==> config.mk <==
export PLATFORM = sky130hd
export DESIGN_NAME = tile_pixel_render_2bpp_top
export DESIGN_NICKNAME = d
export VERILOG_FILES = /design/src/rtl/tpr_pkg.sv /design/src/rtl/tile_pixel_render_2bpp_top.sv /design/src/rtl/tpr_csr.sv /design/src/rtl/tpr_pixel_eval.sv /design/src/rtl/tpr_burst_queue.sv
export SDC_FILE = /design/constraint.sdc
export NUM_CORES = 1
export LEC_CHECK = 0
export BUFFER_PORTS_ARGS = -buffer_cell sky130_fd_sc_hd__buf_2
export CAP_MARGIN = 20
export CORE_MARGIN = 2
export CORE_UTILIZATION = 45
export DETAILED_ROUTE_END_ITERATION = 8
export GPL_TIMING_DRIVEN = 0
export PLACE_DENSITY_LB_ADDON = 0.08
export SLEW_MARGIN = 0
export SYNTH_ARGS = -nofsm -noshare
export SYNTH_HDL_FRONTEND = slang
export SYNTH_SLANG_ARGS = --single-unit
==> constraint.sdc <==
create_clock -name clock -period 22.6 [get_ports clock]
set_input_delay 4.52 -clock clock [delete_from_list [all_inputs] [get_ports clock]]
set_output_delay 4.52 -clock clock [all_outputs]
set_load 0.05 [all_outputs]
==> src/rtl/tpr_pkg.sv <==
// ----------------------------------------------------------------------------
// Tile pixel render package
// Field widths, register codes, reset values and tile size helper.
// ----------------------------------------------------------------------------
`timescale 1ns / 1ps
`default_nettype none

package tpr_pkg;

   localparam int TILE_SIZE_W   = 5;
   localparam int SCREEN_W      = 13;
   localparam int DATA_W        = 8;
   localparam int ROW_W         = 4;
   localparam int GROUP_W       = 2;
   localparam int RGB_W         = 24;
   localparam int COLOR_W       = 32;
   localparam int NUM_COLORS    = 4;
   localparam int PIX_PER_ITEM  = 4;
   localparam int CNT_W         = 3;
   localparam int CSR_INDEX_W   = 3;
   localparam int CSR_DATA_W    = 32;
   localparam int MAX_TILE_SIZE = 16;
   localparam int COORD_BITS_DEF = 12;

   localparam logic [TILE_SIZE_W-1:0] TILE_SIZE_RST     = TILE_SIZE_W'(8);
   localparam logic [SCREEN_W-1:0]    SCREEN_WIDTH_RST  = SCREEN_W'(256);
   localparam logic [SCREEN_W-1:0]    SCREEN_HEIGHT_RST = SCREEN_W'(224);

   typedef enum logic [CSR_INDEX_W-1:0] {
      CSR_TILE_SIZE     = 3'd0,
      CSR_SCREEN_WIDTH  = 3'd1,
      CSR_SCREEN_HEIGHT = 3'd2,
      CSR_PALETTE_0     = 3'd3,
      CSR_PALETTE_1     = 3'd4,
      CSR_PALETTE_2     = 3'd5,
      CSR_PALETTE_3     = 3'd6
   } csr_index_type;

   typedef struct packed {
      logic [TILE_SIZE_W-1:0]                size_code;
      logic [SCREEN_W-1:0]                   screen_width;
      logic [SCREEN_W-1:0]                   screen_height;
      logic [NUM_COLORS-1:0][COLOR_W-1:0]    palette;
   } cfg_type;

   // round down to a multiple of four, clamp, zero counts as four
   function automatic logic [TILE_SIZE_W-1:0] eff_size(input logic [TILE_SIZE_W-1:0] ts);
      logic [TILE_SIZE_W-1:0] s;
      s = ts & TILE_SIZE_W'(5'h1C);
      if (s > TILE_SIZE_W'(MAX_TILE_SIZE)) begin
         s = TILE_SIZE_W'(MAX_TILE_SIZE) & ~TILE_SIZE_W'(3);
      end
      if (s == '0) begin
         s = TILE_SIZE_W'(4);
      end
      return s;
   endfunction

endpackage

`default_nettype wire

==> src/rtl/tile_pixel_render_2bpp_top.sv <==
// ----------------------------------------------------------------------------
// Tile pixel render, 2 bits per pixel
// Turns packed tile bytes into flipped, clipped, palette-colored pixel writes.
//
//   channel | direction | handshake          | content
//   req_    | in        | valid / stall      | one tile byte with draw settings
//   rsp_    | out       | valid / stall      | one pixel write, last on final
//   csr_    | in        | valid / ready      | register index and write data
//
// An accepted item is held in the input register and evaluated in one pass;
// its writes are loaded into the result queue and leave on rsp_ one write per
// cycle while rsp_stall is low. The queue takes the next item as the last write
// of the current one leaves, so the result port sets the item rate.
// reset is synchronous, clears all valid state and restores register defaults.
// rsp_stall holds the head write; req_stall rises while the input register
// is full and the result queue cannot take its item.
// ----------------------------------------------------------------------------
`timescale 1ns / 1ps
`default_nettype none

module tile_pixel_render_2bpp_top #(
   parameter int COORD_BITS = tpr_pkg::COORD_BITS_DEF
) (
   input  wire logic                            clock,
   input  wire logic                            reset,
   input  wire logic                            req_valid,
   output logic                                 req_stall,
   input  wire logic [tpr_pkg::DATA_W-1:0]      req_data_byte,
   input  wire logic [tpr_pkg::ROW_W-1:0]       req_tile_row,
   input  wire logic [tpr_pkg::GROUP_W-1:0]     req_column_group,
   input  wire logic [COORD_BITS-1:0]           req_tile_x,
   input  wire logic [COORD_BITS-1:0]           req_tile_y,
   input  wire logic                            req_flip_x,
   input  wire logic                            req_flip_y,
   input  wire logic                            req_mask_enable,
   output logic                                 rsp_valid,
   input  wire logic                            rsp_stall,
   output logic [COORD_BITS-1:0]                rsp_pixel_x,
   output logic [COORD_BITS-1:0]                rsp_pixel_y,
   output logic [tpr_pkg::RGB_W-1:0]            rsp_pixel_rgb,
   output logic                                 rsp_last,
   input  wire logic                            csr_valid,
   output logic                                 csr_ready,
   input  wire logic [tpr_pkg::CSR_INDEX_W-1:0] csr_index,
   input  wire logic [tpr_pkg::CSR_DATA_W-1:0]  csr_wdata
);
   import tpr_pkg::*;

   cfg_type                                cfg;
   logic                                   a_valid_ff;
   logic                                   a_valid_in;
   logic [DATA_W-1:0]                      data_byte_ff;
   logic [ROW_W-1:0]                       tile_row_ff;
   logic [GROUP_W-1:0]                     column_group_ff;
   logic [COORD_BITS-1:0]                  tile_x_ff;
   logic [COORD_BITS-1:0]                  tile_y_ff;
   logic                                   flip_x_ff;
   logic                                   flip_y_ff;
   logic                                   mask_enable_ff;
   logic                                   req_accept;
   logic                                   q_ready;
   logic                                   q_load;
   logic [CNT_W-1:0]                       burst_cnt;
   logic [PIX_PER_ITEM-1:0][COORD_BITS-1:0] burst_x;
   logic [PIX_PER_ITEM-1:0][COORD_BITS-1:0] burst_y;
   logic [PIX_PER_ITEM-1:0][RGB_W-1:0]     burst_rgb;

   tpr_csr u_csr (
      .clock     (clock),
      .reset     (reset),
      .csr_valid (csr_valid),
      .csr_ready (csr_ready),
      .csr_index (csr_index),
      .csr_wdata (csr_wdata),
      .cfg       (cfg)
   );

   assign q_load     = a_valid_ff & q_ready;
   assign req_stall  = a_valid_ff & ~q_ready;
   assign req_accept = req_valid & ~req_stall;
   assign a_valid_in = req_accept | (a_valid_ff & ~q_ready);

   always_ff @(posedge clock) begin
      if (reset) begin
         a_valid_ff <= 1'b0;
      end else begin
         a_valid_ff <= a_valid_in;
      end
   end

   always_ff @(posedge clock) begin
      if (req_accept) begin
         data_byte_ff    <= req_data_byte;
         tile_row_ff     <= req_tile_row;
         column_group_ff <= req_column_group;
         tile_x_ff       <= req_tile_x;
         tile_y_ff       <= req_tile_y;
         flip_x_ff       <= req_flip_x;
         flip_y_ff       <= req_flip_y;
         mask_enable_ff  <= req_mask_enable;
      end
   end

   tpr_pixel_eval #(
      .COORD_BITS (COORD_BITS)
   ) u_eval (
      .cfg          (cfg),
      .data_byte    (data_byte_ff),
      .tile_row     (tile_row_ff),
      .column_group (column_group_ff),
      .tile_x       (tile_x_ff),
      .tile_y       (tile_y_ff),
      .flip_x       (flip_x_ff),
      .flip_y       (flip_y_ff),
      .mask_enable  (mask_enable_ff),
      .burst_cnt    (burst_cnt),
      .burst_x      (burst_x),
      .burst_y      (burst_y),
      .burst_rgb    (burst_rgb)
   );

   tpr_burst_queue #(
      .COORD_BITS (COORD_BITS)
   ) u_queue (
      .clock         (clock),
      .reset         (reset),
      .load          (q_load),
      .ready         (q_ready),
      .in_cnt        (burst_cnt),
      .in_x          (burst_x),
      .in_y          (burst_y),
      .in_rgb        (burst_rgb),
      .rsp_valid     (rsp_valid),
      .rsp_stall     (rsp_stall),
      .rsp_pixel_x   (rsp_pixel_x),
      .rsp_pixel_y   (rsp_pixel_y),
      .rsp_pixel_rgb (rsp_pixel_rgb),
      .rsp_last      (rsp_last)
   );

endmodule

`default_nettype wire

==> src/rtl/tpr_csr.sv <==
// ----------------------------------------------------------------------------
// Tile pixel render registers
// Holds tile size, screen clip limits and the four palette entries.
// ----------------------------------------------------------------------------
`timescale 1ns / 1ps
`default_nettype none

module tpr_csr (
   input  wire logic                           clock,
   input  wire logic                           reset,
   input  wire logic                           csr_valid,
   output logic                                csr_ready,
   input  wire logic [tpr_pkg::CSR_INDEX_W-1:0] csr_index,
   input  wire logic [tpr_pkg::CSR_DATA_W-1:0]  csr_wdata,
   output tpr_pkg::cfg_type                    cfg
);
   import tpr_pkg::*;

   cfg_type cfg_ff;
   cfg_type cfg_in;
   logic    write;

   assign csr_ready = 1'b1;
   assign write     = csr_valid & csr_ready;

   always_comb begin
      cfg_in = cfg_ff;
      if (write) begin
         case (csr_index_type'(csr_index))
            CSR_TILE_SIZE:     cfg_in.size_code     = csr_wdata[TILE_SIZE_W-1:0];
            CSR_SCREEN_WIDTH:  cfg_in.screen_width  = csr_wdata[SCREEN_W-1:0];
            CSR_SCREEN_HEIGHT: cfg_in.screen_height = csr_wdata[SCREEN_W-1:0];
            CSR_PALETTE_0:     cfg_in.palette[0]    = csr_wdata[COLOR_W-1:0];
            CSR_PALETTE_1:     cfg_in.palette[1]    = csr_wdata[COLOR_W-1:0];
            CSR_PALETTE_2:     cfg_in.palette[2]    = csr_wdata[COLOR_W-1:0];
            CSR_PALETTE_3:     cfg_in.palette[3]    = csr_wdata[COLOR_W-1:0];
            default:           cfg_in = cfg_ff;
         endcase
      end
   end

   always_ff @(posedge clock) begin
      if (reset) begin
         cfg_ff.size_code     <= TILE_SIZE_RST;
         cfg_ff.screen_width  <= SCREEN_WIDTH_RST;
         cfg_ff.screen_height <= SCREEN_HEIGHT_RST;
         cfg_ff.palette       <= '0;
      end else begin
         cfg_ff <= cfg_in;
      end
   end

   assign cfg = cfg_ff;

endmodule

`default_nettype wire

==> src/rtl/tpr_pixel_eval.sv <==
// ----------------------------------------------------------------------------
// Tile pixel render evaluation
// Maps one held item to up to four clipped, colored pixel writes, packed low.
// ----------------------------------------------------------------------------
`timescale 1ns / 1ps
`default_nettype none

module tpr_pixel_eval #(
   parameter int COORD_BITS = tpr_pkg::COORD_BITS_DEF
) (
   input  wire tpr_pkg::cfg_type                                    cfg,
   input  wire logic [tpr_pkg::DATA_W-1:0]                           data_byte,
   input  wire logic [tpr_pkg::ROW_W-1:0]                            tile_row,
   input  wire logic [tpr_pkg::GROUP_W-1:0]                          column_group,
   input  wire logic [COORD_BITS-1:0]                                tile_x,
   input  wire logic [COORD_BITS-1:0]                                tile_y,
   input  wire logic                                                 flip_x,
   input  wire logic                                                 flip_y,
   input  wire logic                                                 mask_enable,
   output logic [tpr_pkg::CNT_W-1:0]                                 burst_cnt,
   output logic [tpr_pkg::PIX_PER_ITEM-1:0][COORD_BITS-1:0]          burst_x,
   output logic [tpr_pkg::PIX_PER_ITEM-1:0][COORD_BITS-1:0]          burst_y,
   output logic [tpr_pkg::PIX_PER_ITEM-1:0][tpr_pkg::RGB_W-1:0]      burst_rgb
);
   import tpr_pkg::*;

   localparam int CMP_W = (COORD_BITS + 1 > SCREEN_W) ? COORD_BITS + 1 : SCREEN_W;

   logic [TILE_SIZE_W-1:0]                  size;
   logic [CMP_W-1:0]                        size_e;
   logic [CMP_W-1:0]                        tx_e;
   logic [CMP_W-1:0]                        ty_e;
   logic [CMP_W-1:0]                        sw_e;
   logic [CMP_W-1:0]                        sh_e;
   logic [CMP_W-1:0]                        yy;
   logic                                    row_ok;
   logic                                    item_ok;
   logic [PIX_PER_ITEM-1:0][CMP_W-1:0]      xx;
   logic [PIX_PER_ITEM-1:0][COLOR_W-1:0]    col;
   logic [PIX_PER_ITEM-1:0]                 keep;

   assign size   = eff_size(cfg.size_code);
   assign size_e = CMP_W'(size);
   assign tx_e   = CMP_W'(tile_x);
   assign ty_e   = CMP_W'(tile_y);
   assign sw_e   = CMP_W'(cfg.screen_width);
   assign sh_e   = CMP_W'(cfg.screen_height);

   assign yy = flip_y ? ty_e + size_e - CMP_W'(tile_row) - CMP_W'(1)
                      : ty_e + CMP_W'(tile_row);

   assign row_ok = (TILE_SIZE_W'(tile_row) < size)
                 && (TILE_SIZE_W'({column_group, 2'b00}) < size);

   assign item_ok = row_ok && (tx_e < sw_e) && (ty_e < sh_e) && (yy < sh_e)
                 && (yy[CMP_W-1:COORD_BITS] == '0);

   always_comb begin
      for (int k = 0; k < PIX_PER_ITEM; k++) begin
         xx[k]   = flip_x ? tx_e + size_e - CMP_W'({column_group, 2'(k)}) - CMP_W'(1)
                          : tx_e + CMP_W'({column_group, 2'(k)});
         col[k]  = cfg.palette[{data_byte[7 - k], data_byte[3 - k]}];
         keep[k] = item_ok && (xx[k] < sw_e) && (xx[k][CMP_W-1:COORD_BITS] == '0)
                 && !(mask_enable && (col[k][COLOR_W-1:RGB_W] == '0));
      end
   end

   // pack survivors into the low slots, in column order
   always_comb begin
      logic [CNT_W-1:0] slot;
      slot      = '0;
      burst_x   = '0;
      burst_y   = '0;
      burst_rgb = '0;
      for (int k = 0; k < PIX_PER_ITEM; k++) begin
         if (keep[k]) begin
            burst_x[slot[1:0]]   = xx[k][COORD_BITS-1:0];
            burst_y[slot[1:0]]   = yy[COORD_BITS-1:0];
            burst_rgb[slot[1:0]] = col[k][RGB_W-1:0];
            slot = slot + CNT_W'(1);
         end
      end
      burst_cnt = slot;
   end

endmodule

`default_nettype wire

==> src/rtl/tpr_burst_queue.sv <==
// ----------------------------------------------------------------------------
// Tile pixel render result queue
// Holds the pixel writes of one item and hands them out one per cycle while rsp_stall is low.
// ----------------------------------------------------------------------------
`timescale 1ns / 1ps
`default_nettype none

module tpr_burst_queue #(
   parameter int COORD_BITS = tpr_pkg::COORD_BITS_DEF
) (
   input  wire logic                                                 clock,
   input  wire logic                                                 reset,
   input  wire logic                                                 load,
   output logic                                                      ready,
   input  wire logic [tpr_pkg::CNT_W-1:0]                            in_cnt,
   input  wire logic [tpr_pkg::PIX_PER_ITEM-1:0][COORD_BITS-1:0]     in_x,
   input  wire logic [tpr_pkg::PIX_PER_ITEM-1:0][COORD_BITS-1:0]     in_y,
   input  wire logic [tpr_pkg::PIX_PER_ITEM-1:0][tpr_pkg::RGB_W-1:0] in_rgb,
   output logic                                                      rsp_valid,
   input  wire logic                                                 rsp_stall,
   output logic [COORD_BITS-1:0]                                     rsp_pixel_x,
   output logic [COORD_BITS-1:0]                                     rsp_pixel_y,
   output logic [tpr_pkg::RGB_W-1:0]                                 rsp_pixel_rgb,
   output logic                                                      rsp_last
);
   import tpr_pkg::*;

   logic [CNT_W-1:0]                          cnt_ff;
   logic [CNT_W-1:0]                          cnt_in;
   logic [PIX_PER_ITEM-1:0][COORD_BITS-1:0]   x_ff;
   logic [PIX_PER_ITEM-1:0][COORD_BITS-1:0]   x_in;
   logic [PIX_PER_ITEM-1:0][COORD_BITS-1:0]   y_ff;
   logic [PIX_PER_ITEM-1:0][COORD_BITS-1:0]   y_in;
   logic [PIX_PER_ITEM-1:0][RGB_W-1:0]        rgb_ff;
   logic [PIX_PER_ITEM-1:0][RGB_W-1:0]        rgb_in;
   logic                                      pop;

   assign rsp_valid = (cnt_ff != '0);
   assign pop       = rsp_valid & ~rsp_stall;
   assign ready     = (cnt_ff == '0) || ((cnt_ff == CNT_W'(1)) && pop);

   always_comb begin
      cnt_in = cnt_ff;
      x_in   = x_ff;
      y_in   = y_ff;
      rgb_in = rgb_ff;
      if (load) begin
         cnt_in = in_cnt;
         x_in   = in_x;
         y_in   = in_y;
         rgb_in = in_rgb;
      end else if (pop) begin
         // advance the next write into the head slot
         cnt_in = cnt_ff - CNT_W'(1);
         for (int i = 0; i < PIX_PER_ITEM - 1; i++) begin
            x_in[i]   = x_ff[i + 1];
            y_in[i]   = y_ff[i + 1];
            rgb_in[i] = rgb_ff[i + 1];
         end
      end
   end

   always_ff @(posedge clock) begin
      if (reset) begin
         cnt_ff <= '0;
      end else begin
         cnt_ff <= cnt_in;
      end
   end

   always_ff @(posedge clock) begin
      x_ff   <= x_in;
      y_ff   <= y_in;
      rgb_ff <= rgb_in;
   end

   assign rsp_pixel_x   = x_ff[0];
   assign rsp_pixel_y   = y_ff[0];
   assign rsp_pixel_rgb = rgb_ff[0];
   assign rsp_last      = (cnt_ff == CNT_W'(1));

endmodule

`default_nettype wire

# Word-level counts from Yosys, hierarchy flattened
# Cells that the tools add are included.
# Widths: inputs -> output; s select.
# totals
ff_bits	396
latch_bits	0
mem_bits_rw	0
mem_bits_ro	0
inputBits	81
n_memories	0
# op_classes
n_addsub	21
mul	0
div_mod_pow	0
magnitude_cmp	20
eq_ne	7
shift	0
n_mux	60
n_bitwise	13
reduce_logical	46
# op_table
operator	count
$bwmux 48	6
$bwmux 96	3
$mux 48	6
$mux 96	3
$bmux 32 s2	4
$demux 24 s2	3
$mux 36	4
$mux 72	2
$mux 32	4
$mux 24	4
$demux 12 s2	3
$add 12x4->13	5
$lt 13x13->1	5
$mux 13	5
$sub 13x1->13 const B	5
$sub 13x4->13	5
$mux 12	5
$logic_not 8->1	4
$add 12x5->13	2
$lt 12x13->1	2
$logic_and 1x1->1	25
$lt 2x3->1 const B	6
$mux 3	5
$reduce_and 2->1	7
other kinds (22)	44

# Longest topological paths before layout
# Gate-level depths: netlist (run 1).
# logic_depth
ltp_word	26
mapped_depth	35

# Cells and area by module
# Synthesis (run 1) repeated with hierarchy kept, for this count alone.
# hier_totals
hier_cells	2544
area_unflattened_um2	26728.1
# modules_own_cells
mod	n_inst	cells_per_inst	area_each_um2	seq_area_each_um2
tpr_pixel_eval	1	1502	11093.1	0.0
tpr_burst_queue	1	428	8052.7	5825.6
tpr_csr	1	568	6294.8	3183.1
tile_pixel_render_2bpp_top	1	46	1287.5	1251.2

# Worst setup path after synthesis (run 1)
# OpenSTA, ideal clock, no wires.
# synth_path
path_kind	input-to-output
from	input port rsp_stall
to	output port req_stall
arrival_time_ps	5136
t_required_ps	18080
setup_slack_ps	12944
stages	4
path_buffers	0
path_cell_list	inv_1 a21boi_0 nand2_1 inv_1
# synth_via
elab_chain_len	6
# synth_lines
element	line_no	text
start: declaration	tile_pixel_render_2bpp_top.sv:37	input wire logic rsp_stall,
$not 1->1	tpr_burst_queue.sv:39	assign pop = rsp_valid & ~rsp_stall;
$and 1x1->1	tpr_burst_queue.sv:39	
$logic_and 1x1->1	tpr_burst_queue.sv:40	assign ready = (cnt_ff == '0) || ((cnt_ff == CNT_W'(1)) && pop);
$logic_or 1x1->1	tpr_burst_queue.sv:40	
$not 1->1	tile_pixel_render_2bpp_top.sv:79	assign req_stall = a_valid_ff & ~q_ready;
$and 1x1->1	tile_pixel_render_2bpp_top.sv:79	
end: declaration	tile_pixel_render_2bpp_top.sv:27	output logic req_stall,
# Every way passes these cells.

# Worst setup path after layout (run 1)
# Same ends and word-level chain as after synthesis.

==> metrics, run 1 <==
WS Path Type in -> out; DRT antenna net count 0; RD Place Congestion 0.956; fin crit period 10480 ps; via/cell ratio 6.06; Final Cycle Share 46.4%; post-synthesis mux area share 9.15%; cell breakdown of the critical path buf_2 > inv_1 > a21boi_0 > nand2_1 > inv_1 > buf_2; Worst Path Max Fanout 3; share of layout cells above drive strength 1 14.9%; Post-Route WL 89.0 mm; TritonCTS Buffers 43; switching portion of total power 38.8%; Adder-Cell Fraction of Synth Area 7.16%; status completed; Post-synth EDFFs 233; core occupancy in the finished layout 51.0%; vias in the first global route 21100; synthesized area 25400 µm²; number of diodes 0; CTS Buffer Depth 3; Arr. time, crit path 5960 ps; post-synthesis simple-gate area fraction 13.1%; Logic pwr share 38.5%; clock network power share 24.6%; post-synth cell types 89; Seq pwr share 36.9%; CTS tree yes; dpl cells 3567; sequential fraction of the synthesis area 40.2%; type of origin of the critical path input pin; FP Rows 87; xor and xnor area share after synthesis 3.02%; NumNets Final 3077; routed length per instance 24.4 µm; final setup violation count 0; max-slew violations 0; Pleak 10.3 nW; placed cell area 27100 µm²; antenna violations before repair 1; endpoint class of the critical path output pin; largest family of logic cells by synthesized area compound AO/OA/AOI/OAI gates; max frequency 0.0954 GHz; commonest non-fill, non-tap cell in the layout nand2_1; setup total negative slack 0 ps; cell area power density 102 nW/µm²; post-route cell area 28600 µm²; fill count 5228; # Post-CTS Setup Buffers 0; GRT Total Usage 30.0%; Syn. warnings 0; worst rel slew slack 18.3%; DR iter-0 viols 2206; initial core utilization 45.3%; asr flop ratio synth 0%; slowest stage cell on the critical path a21boi_0; Register Area 10200 µm²; post-synthesis average cell area 9.50 µm²; Pint 1.79 mW; Clock Sink Count 394; Main synth FF type edfxtp_1; final hold violations 0; most frequent cells in the layout nand2_1, a21oi_1, edfxtp_1; later-pin clock latency in the skew report 610 ps; Max IR drop VDD 0.0910 mV; H-tree depth 2; Worst Hold Class reg -> reg; pin count of the biggest net entering global routing 72; RSZ-0062 raised after global routing false; DIE WIDTH 242 µm; Critical Path RT 18080 ps; pin slew with the least headroom to its limit 1210 ps; NetSw 1.13 mW; 1st-pass router iterations 5; IO Count 133; area of the multi-input gates 13600 µm²; clock-pin slew on the worst setup and hold paths 60 ps; hold_ws 449 ps; Area growth syn-to-layout 12.4%; GRT overflow 0; max incr delay on CP 590 ps; first-pass GRT wire length 133 mm; routed via count 22100; hold-fix buffers at CTS 0; Yosys reg bits 394; die footprint 58400 µm²; Clock Skew 28.6 ps; Finished Layout Cells 3646; Max Cap Violations 0; Core ar. 56100 µm²; Die Height 242 µm; number of remaining DRC errors 0; CTS root buf clkbuf_16; PostCTS Resize Cnt 0; Post-Synthesis Net Count 2895; Syn Inst Count 2674; PortBufs 130; post-synthesis compound-gate area fraction 21.1%; dpl hpwl 70.8 mm
[Yosys cell counts (all sizes together) (24+ instances only)]
library cell | instances | area, µm²
edfxtp | 233 | 7000
a31oi | 82 | 519
mux4 | 100 | 2250
a221oi | 37 | 324
a22o | 58 | 508
nand3 | 49 | 245
o211ai | 34 | 255
nor2 | 161 | 612
xor2 | 24 | 218
buf | 106 | 679
clkbuf | 145 | 544
a21oi | 297 | 1490
a221o | 33 | 330
nand2 | 449 | 1690
o221ai | 27 | 236
ha | 131 | 1640
dfxtp | 161 | 3220
o21ai | 138 | 691
xnor2 | 62 | 551
inv | 99 | 372
[per-stage QoR]
| step | setup WS, ps | power, mW |
|---|---|---|
| after floorplan | 12940 | 1.90 |
| final | 12120 | 2.93 |
| after detailed placement | 12160 | 2.21 |
| after CTS | 12160 | 2.93 |
| after global placement | 11290 | 2.21 |
| after global routing | 11970 | 3.08 |
[worst max-delay path: cells and delay by family]
family | cells | cell delay [ps]
compound gates | 1 | 590
buf+inv | 4 | 690
simple gates | 1 | 160
[power by group through the flow]
stage,Combinational (mW),Clock (mW),Sequential (mW)
finish,1.13,0.721,1.08
global route,1.22,0.756,1.10
CTS,1.12,0.730,1.08
detailed placement,1.12,0,1.10
global placement,1.08,0,1.13
floorplan,0.794,0,1.10
[metal layers]
metal	global-route usage [%]	wire, µm
met2	45.1	38400
met1	44.4	40200
met5	0	0
met4	9.17	2750
met3	4.61	7570
[registers in the layout, summed over array words and instances (netlist names), 2 cells and up]
signal / count
tile_x_ff: 12
u_queue.cnt_ff: 3
u_csr.cfg: 157
u_queue.y_ff: 36
tile_row_ff: 4
u_queue.rsp_pixel_rgb: 24
u_queue.rsp_pixel_y: 12
u_queue.rsp_pixel_x: 12
tile_y_ff: 12
u_queue.x_ff: 36
u_queue.rgb_ff: 72
data_byte_ff: 8
column_group_ff: 2
[cell type report]
cell class	instances	share of cell area, %
multi-input combinational	1930	47.7
sequential	394	35.8
clock buffer	66	4.38
buffer	251	4.29
tap	756	3.31
timing repair buffer	137	2.69
inverter	99	1.30
clock inverter	13	0.600
[path summary, 6_finish.rpt]
path | start | endpoint | slack, ps | depth (start not counted)
worst max-delay path | rsp_stall | req_stall | 12120 | 6
worst min-delay path | u_csr.cfg[122]$_SDFFE_PP0P_ | u_csr.cfg[122]$_SDFFE_PP0P_ | 450 | 2
worst max register to register | u_csr.cfg[157]$_SDFFE_PP1P_ | u_queue.rgb_ff[33]$_DFFE_PP_ | 12420 | 34
worst min register to register | u_csr.cfg[122]$_SDFFE_PP0P_ | u_csr.cfg[122]$_SDFFE_PP0P_ | 450 | 2
[logic make-up (layout without fill, tap and decap cells)]
group | count (synthesis) | count (layout)
AO/OA/AOI/OAI | 818 | 818
AND/OR/NAND/NOR | 778 | 778
flip-flops | 394 | 394
buffers and inverters | 350 | 566
adder cells (fa/ha/maj) | 140 | 140
multiplexers | 107 | 107
XOR/XNOR | 86 | 86
other | 1 | 1
No activity file was read; power rests on OpenSTA's default activity.
==> run 2, diff against run 1 <==
- ABC_AREA: unset -> 1
- clock period: 22.6 -> 11 ns (I/O delays scaled with it)
==> metrics, run 2 <==
status completed; area share of the largest cell type after synthesis 26.2% (-1.4 points); Syn. warnings 0 (unchanged); Yosys reg bits 394 (unchanged); Logic pwr share 36.3% (-2.2 points); RSZ-0062 raised after global routing false; Core ar. 58900 µm² (+5.1%); Area growth syn-to-layout 12.4% (about the same); WS Path Type reg -> reg; DIE WIDTH 248 µm (+2.5%); # Post-CTS Setup Buffers 0 (unchanged); RD Place Congestion 1.01 (+5.8%); commonest non-fill, non-tap cell in the layout nand2_1; final hold violations 0 (unchanged); GRT Total Usage 31.4% (+1.4 points); CTS tree yes; type of origin of the critical path flop; NetSw 2.30 mW (+100%); Register-to-Register Setup Slack 2580 ps (-9840 ps); FP Rows 89 (+2.3%); sequential fraction of the synthesis area 38.2% (-2.0 points); DR iter-0 viols 3003 (+36%); routed length per instance 20.3 µm (-17%); synthesized area 26700 µm² (+5.2%); crit path buf inv count 12 (+8); Pint 3.62 mW (+100%); Worst Hold Class reg -> reg; initial core utilization 45.4% (+0.047 points); Seq pwr share 35.6% (-1.3 points); most frequent cells in the layout nand2_1, o21ai_0, inv_1; routed via count 26200 (+19%); post-synthesis average cell area 7.01 µm² (-26%); slowest stage cell on the critical path nor3_1; DRT antenna net count 0 (unchanged); clock-pin slew on the worst setup and hold paths 60 ps (about the same); Post-synth EDFFs 233 (unchanged); post-placement setup slack 2810 ps (-9350 ps); CTS Buffer Depth 3 (unchanged); met1 global-route usage 45.2% (+0.81 points); die footprint 61400 µm² (+5.1%); Largest register FFs 157 (unchanged); via/cell ratio 5.46 (-9.8%); pin slew with the least headroom to its limit 1070 ps (-145 ps); Pleak 13.5 nW (+30%); NumNets Final 4216 (+37%); CTS root buf clkbuf_16; Synth top cells by count nand2_1, o21ai_0, inv_1; Arr. time, crit path 8730 ps (+2770 ps); TritonCTS Buffers 46 (+7.0%); Final Cycle Share 76.6%; Main synth FF type edfxtp_1; PortBufs 131 (+0.77%); hold_ws 464 ps (+15.0 ps); vias in the first global route 24000 (+14%); max incr delay on CP 610 ps (+20 ps); asr flop ratio synth 0% (unchanged); Post-Synthesis Net Count 4032 (+39%); Global Route met2 Usage 46.5% (+1.4 points); final setup violation count 0 (unchanged); Critical Path RT 11310 ps (-6770 ps); PostCTS Resize Cnt 0 (unchanged); max frequency 0.119 GHz; Crit path top cell by count inv_1; Syn Inst Count 3811 (+43%); H-tree depth 2 (unchanged); later-pin clock latency in the skew report 600 ps (about the same); Synth area leaders edfxtp_1, nand2_1, dfxtp_1; met3 Usage GRT 6.44% (+1.8 points); fin crit period 8420 ps; Max Cap Violations 0 (unchanged); GRT overflow 0 (unchanged); antenna violations before repair 2 (+1); worst rel slew slack 28.1% (+9.8 points); worst setup margin 2580 ps (-9540 ps); Die Height 248 µm (+2.5%); max-slew violations 0 (unchanged); Worst Path Max Fanout 11 (+8); Clock Sink Count 394 (unchanged); switching portion of total power 38.8% (+0.070 points); number of remaining DRC errors 0 (unchanged); setup total negative slack 0 ps (unchanged); 1st-pass router iterations 6 (+1); Max IR drop VDD 0.203 mV (+120%); hold-fix buffers at CTS 0 (unchanged); cell area power density 197 nW/µm² (+92%); area leader, netlist edfxtp_1; dpl hpwl 75.3 mm (+6.2%); share of layout cells above drive strength 1 8.44% (-6.4 points); pin count of the biggest net entering global routing 67 (-6.9%); first-pass GRT wire length 145 mm (+9.1%); CP delay by family, top buffers and inverters; IO Count 133 (unchanged); Clock Skew 32.4 ps (+3.79 ps); post-synth cell types 47 (-47%); dpl cells 4720 (+32%); fill count 5988 (+15%); top-count cell post-synth nand2_1; Finished Layout Cells 4803 (+32%); clock network power share 28.1% (+3.5 points); endpoint class of the critical path flop; Post-Route WL 97.4 mm (+9.4%); GRT busiest layer met2
## run 2: power groups by stage
| stage | Combinational [mW] | Sequential (mW) | Clock [mW] |
|---|---|---|---|
| 6_report | 2.15 | 2.11 | 1.66 |
| 5_1_grt | 2.36 | 2.14 | 1.73 |
| 4_1_cts | 2.12 | 2.11 | 1.68 |
| 3_5_place_dp | 2.12 | 2.14 | 0 |
| 3_3_place_gp | 2.07 | 2.20 | 0 |
| 2_1_floorplan | 1.49 | 2.15 | 0 |
## run 2: worst paths after layout
check	cells after the start	to	from
min	2	u_csr.cfg[156]$_SDFFE_PP0P_	u_csr.cfg[156]$_SDFFE_PP0P_
max	35	u_queue.y_ff[19]$_DFFE_PP_	u_csr.cfg[158]$_SDFFE_PP0P_
min reg2reg	2	u_csr.cfg[156]$_SDFFE_PP0P_	u_csr.cfg[156]$_SDFFE_PP0P_
max reg2reg	35	u_queue.y_ff[19]$_DFFE_PP_	u_csr.cfg[158]$_SDFFE_PP0P_
## run 2: worst reg2reg max path, delay by kind of cell, from the launching register on
family	cells	cell delay (ps)
buf+inv	12	2460
simple gates	9	2270
fa+ha+maj	6	1580
compound gates	8	1420
flops	1	420
## run 2: area by class of cell
cell class	instances	area, µm²	share of cell area, %
clock inverter	24	360	1.20
buffer	256	1230	4.10
tap	773	967	3.22
sequential	394	10200	34.0
multi-input combinational	2745	13700	45.7
inverter	416	1560	5.20
antenna	1	2.50	0.00833
timing repair buffer	136	748	2.49
clock buffer	58	1240	4.11
## run 2: routing by layer
layer	vias to the layer above	part of all wire [%]
met5	-	0.020
met4	4	3.7
met3	196	10
met2	1254	42
met1	11800	44
li1	13000	-
## run 2: cell families after synthesis
group,share of synthesized area [%]
AOI/OAI and AO/OA,19.3
xor gates and xnor gates,0.786
adders and majority gates,6.81
buffers and inverters,10.4
DFF,38.2
other,0.0140
and+or+nand+nor,24.5
## run 2: through the flow
step	power [mW]	area, µm²	util (%)
after floorplan	3.65	26700	-
after global routing	6.23	30100	51.0
final	5.92	30100	51.0
after detailed placement	4.25	28500	48.3
after global placement	4.26	28400	48.1
after CTS	5.91	30100	51.0
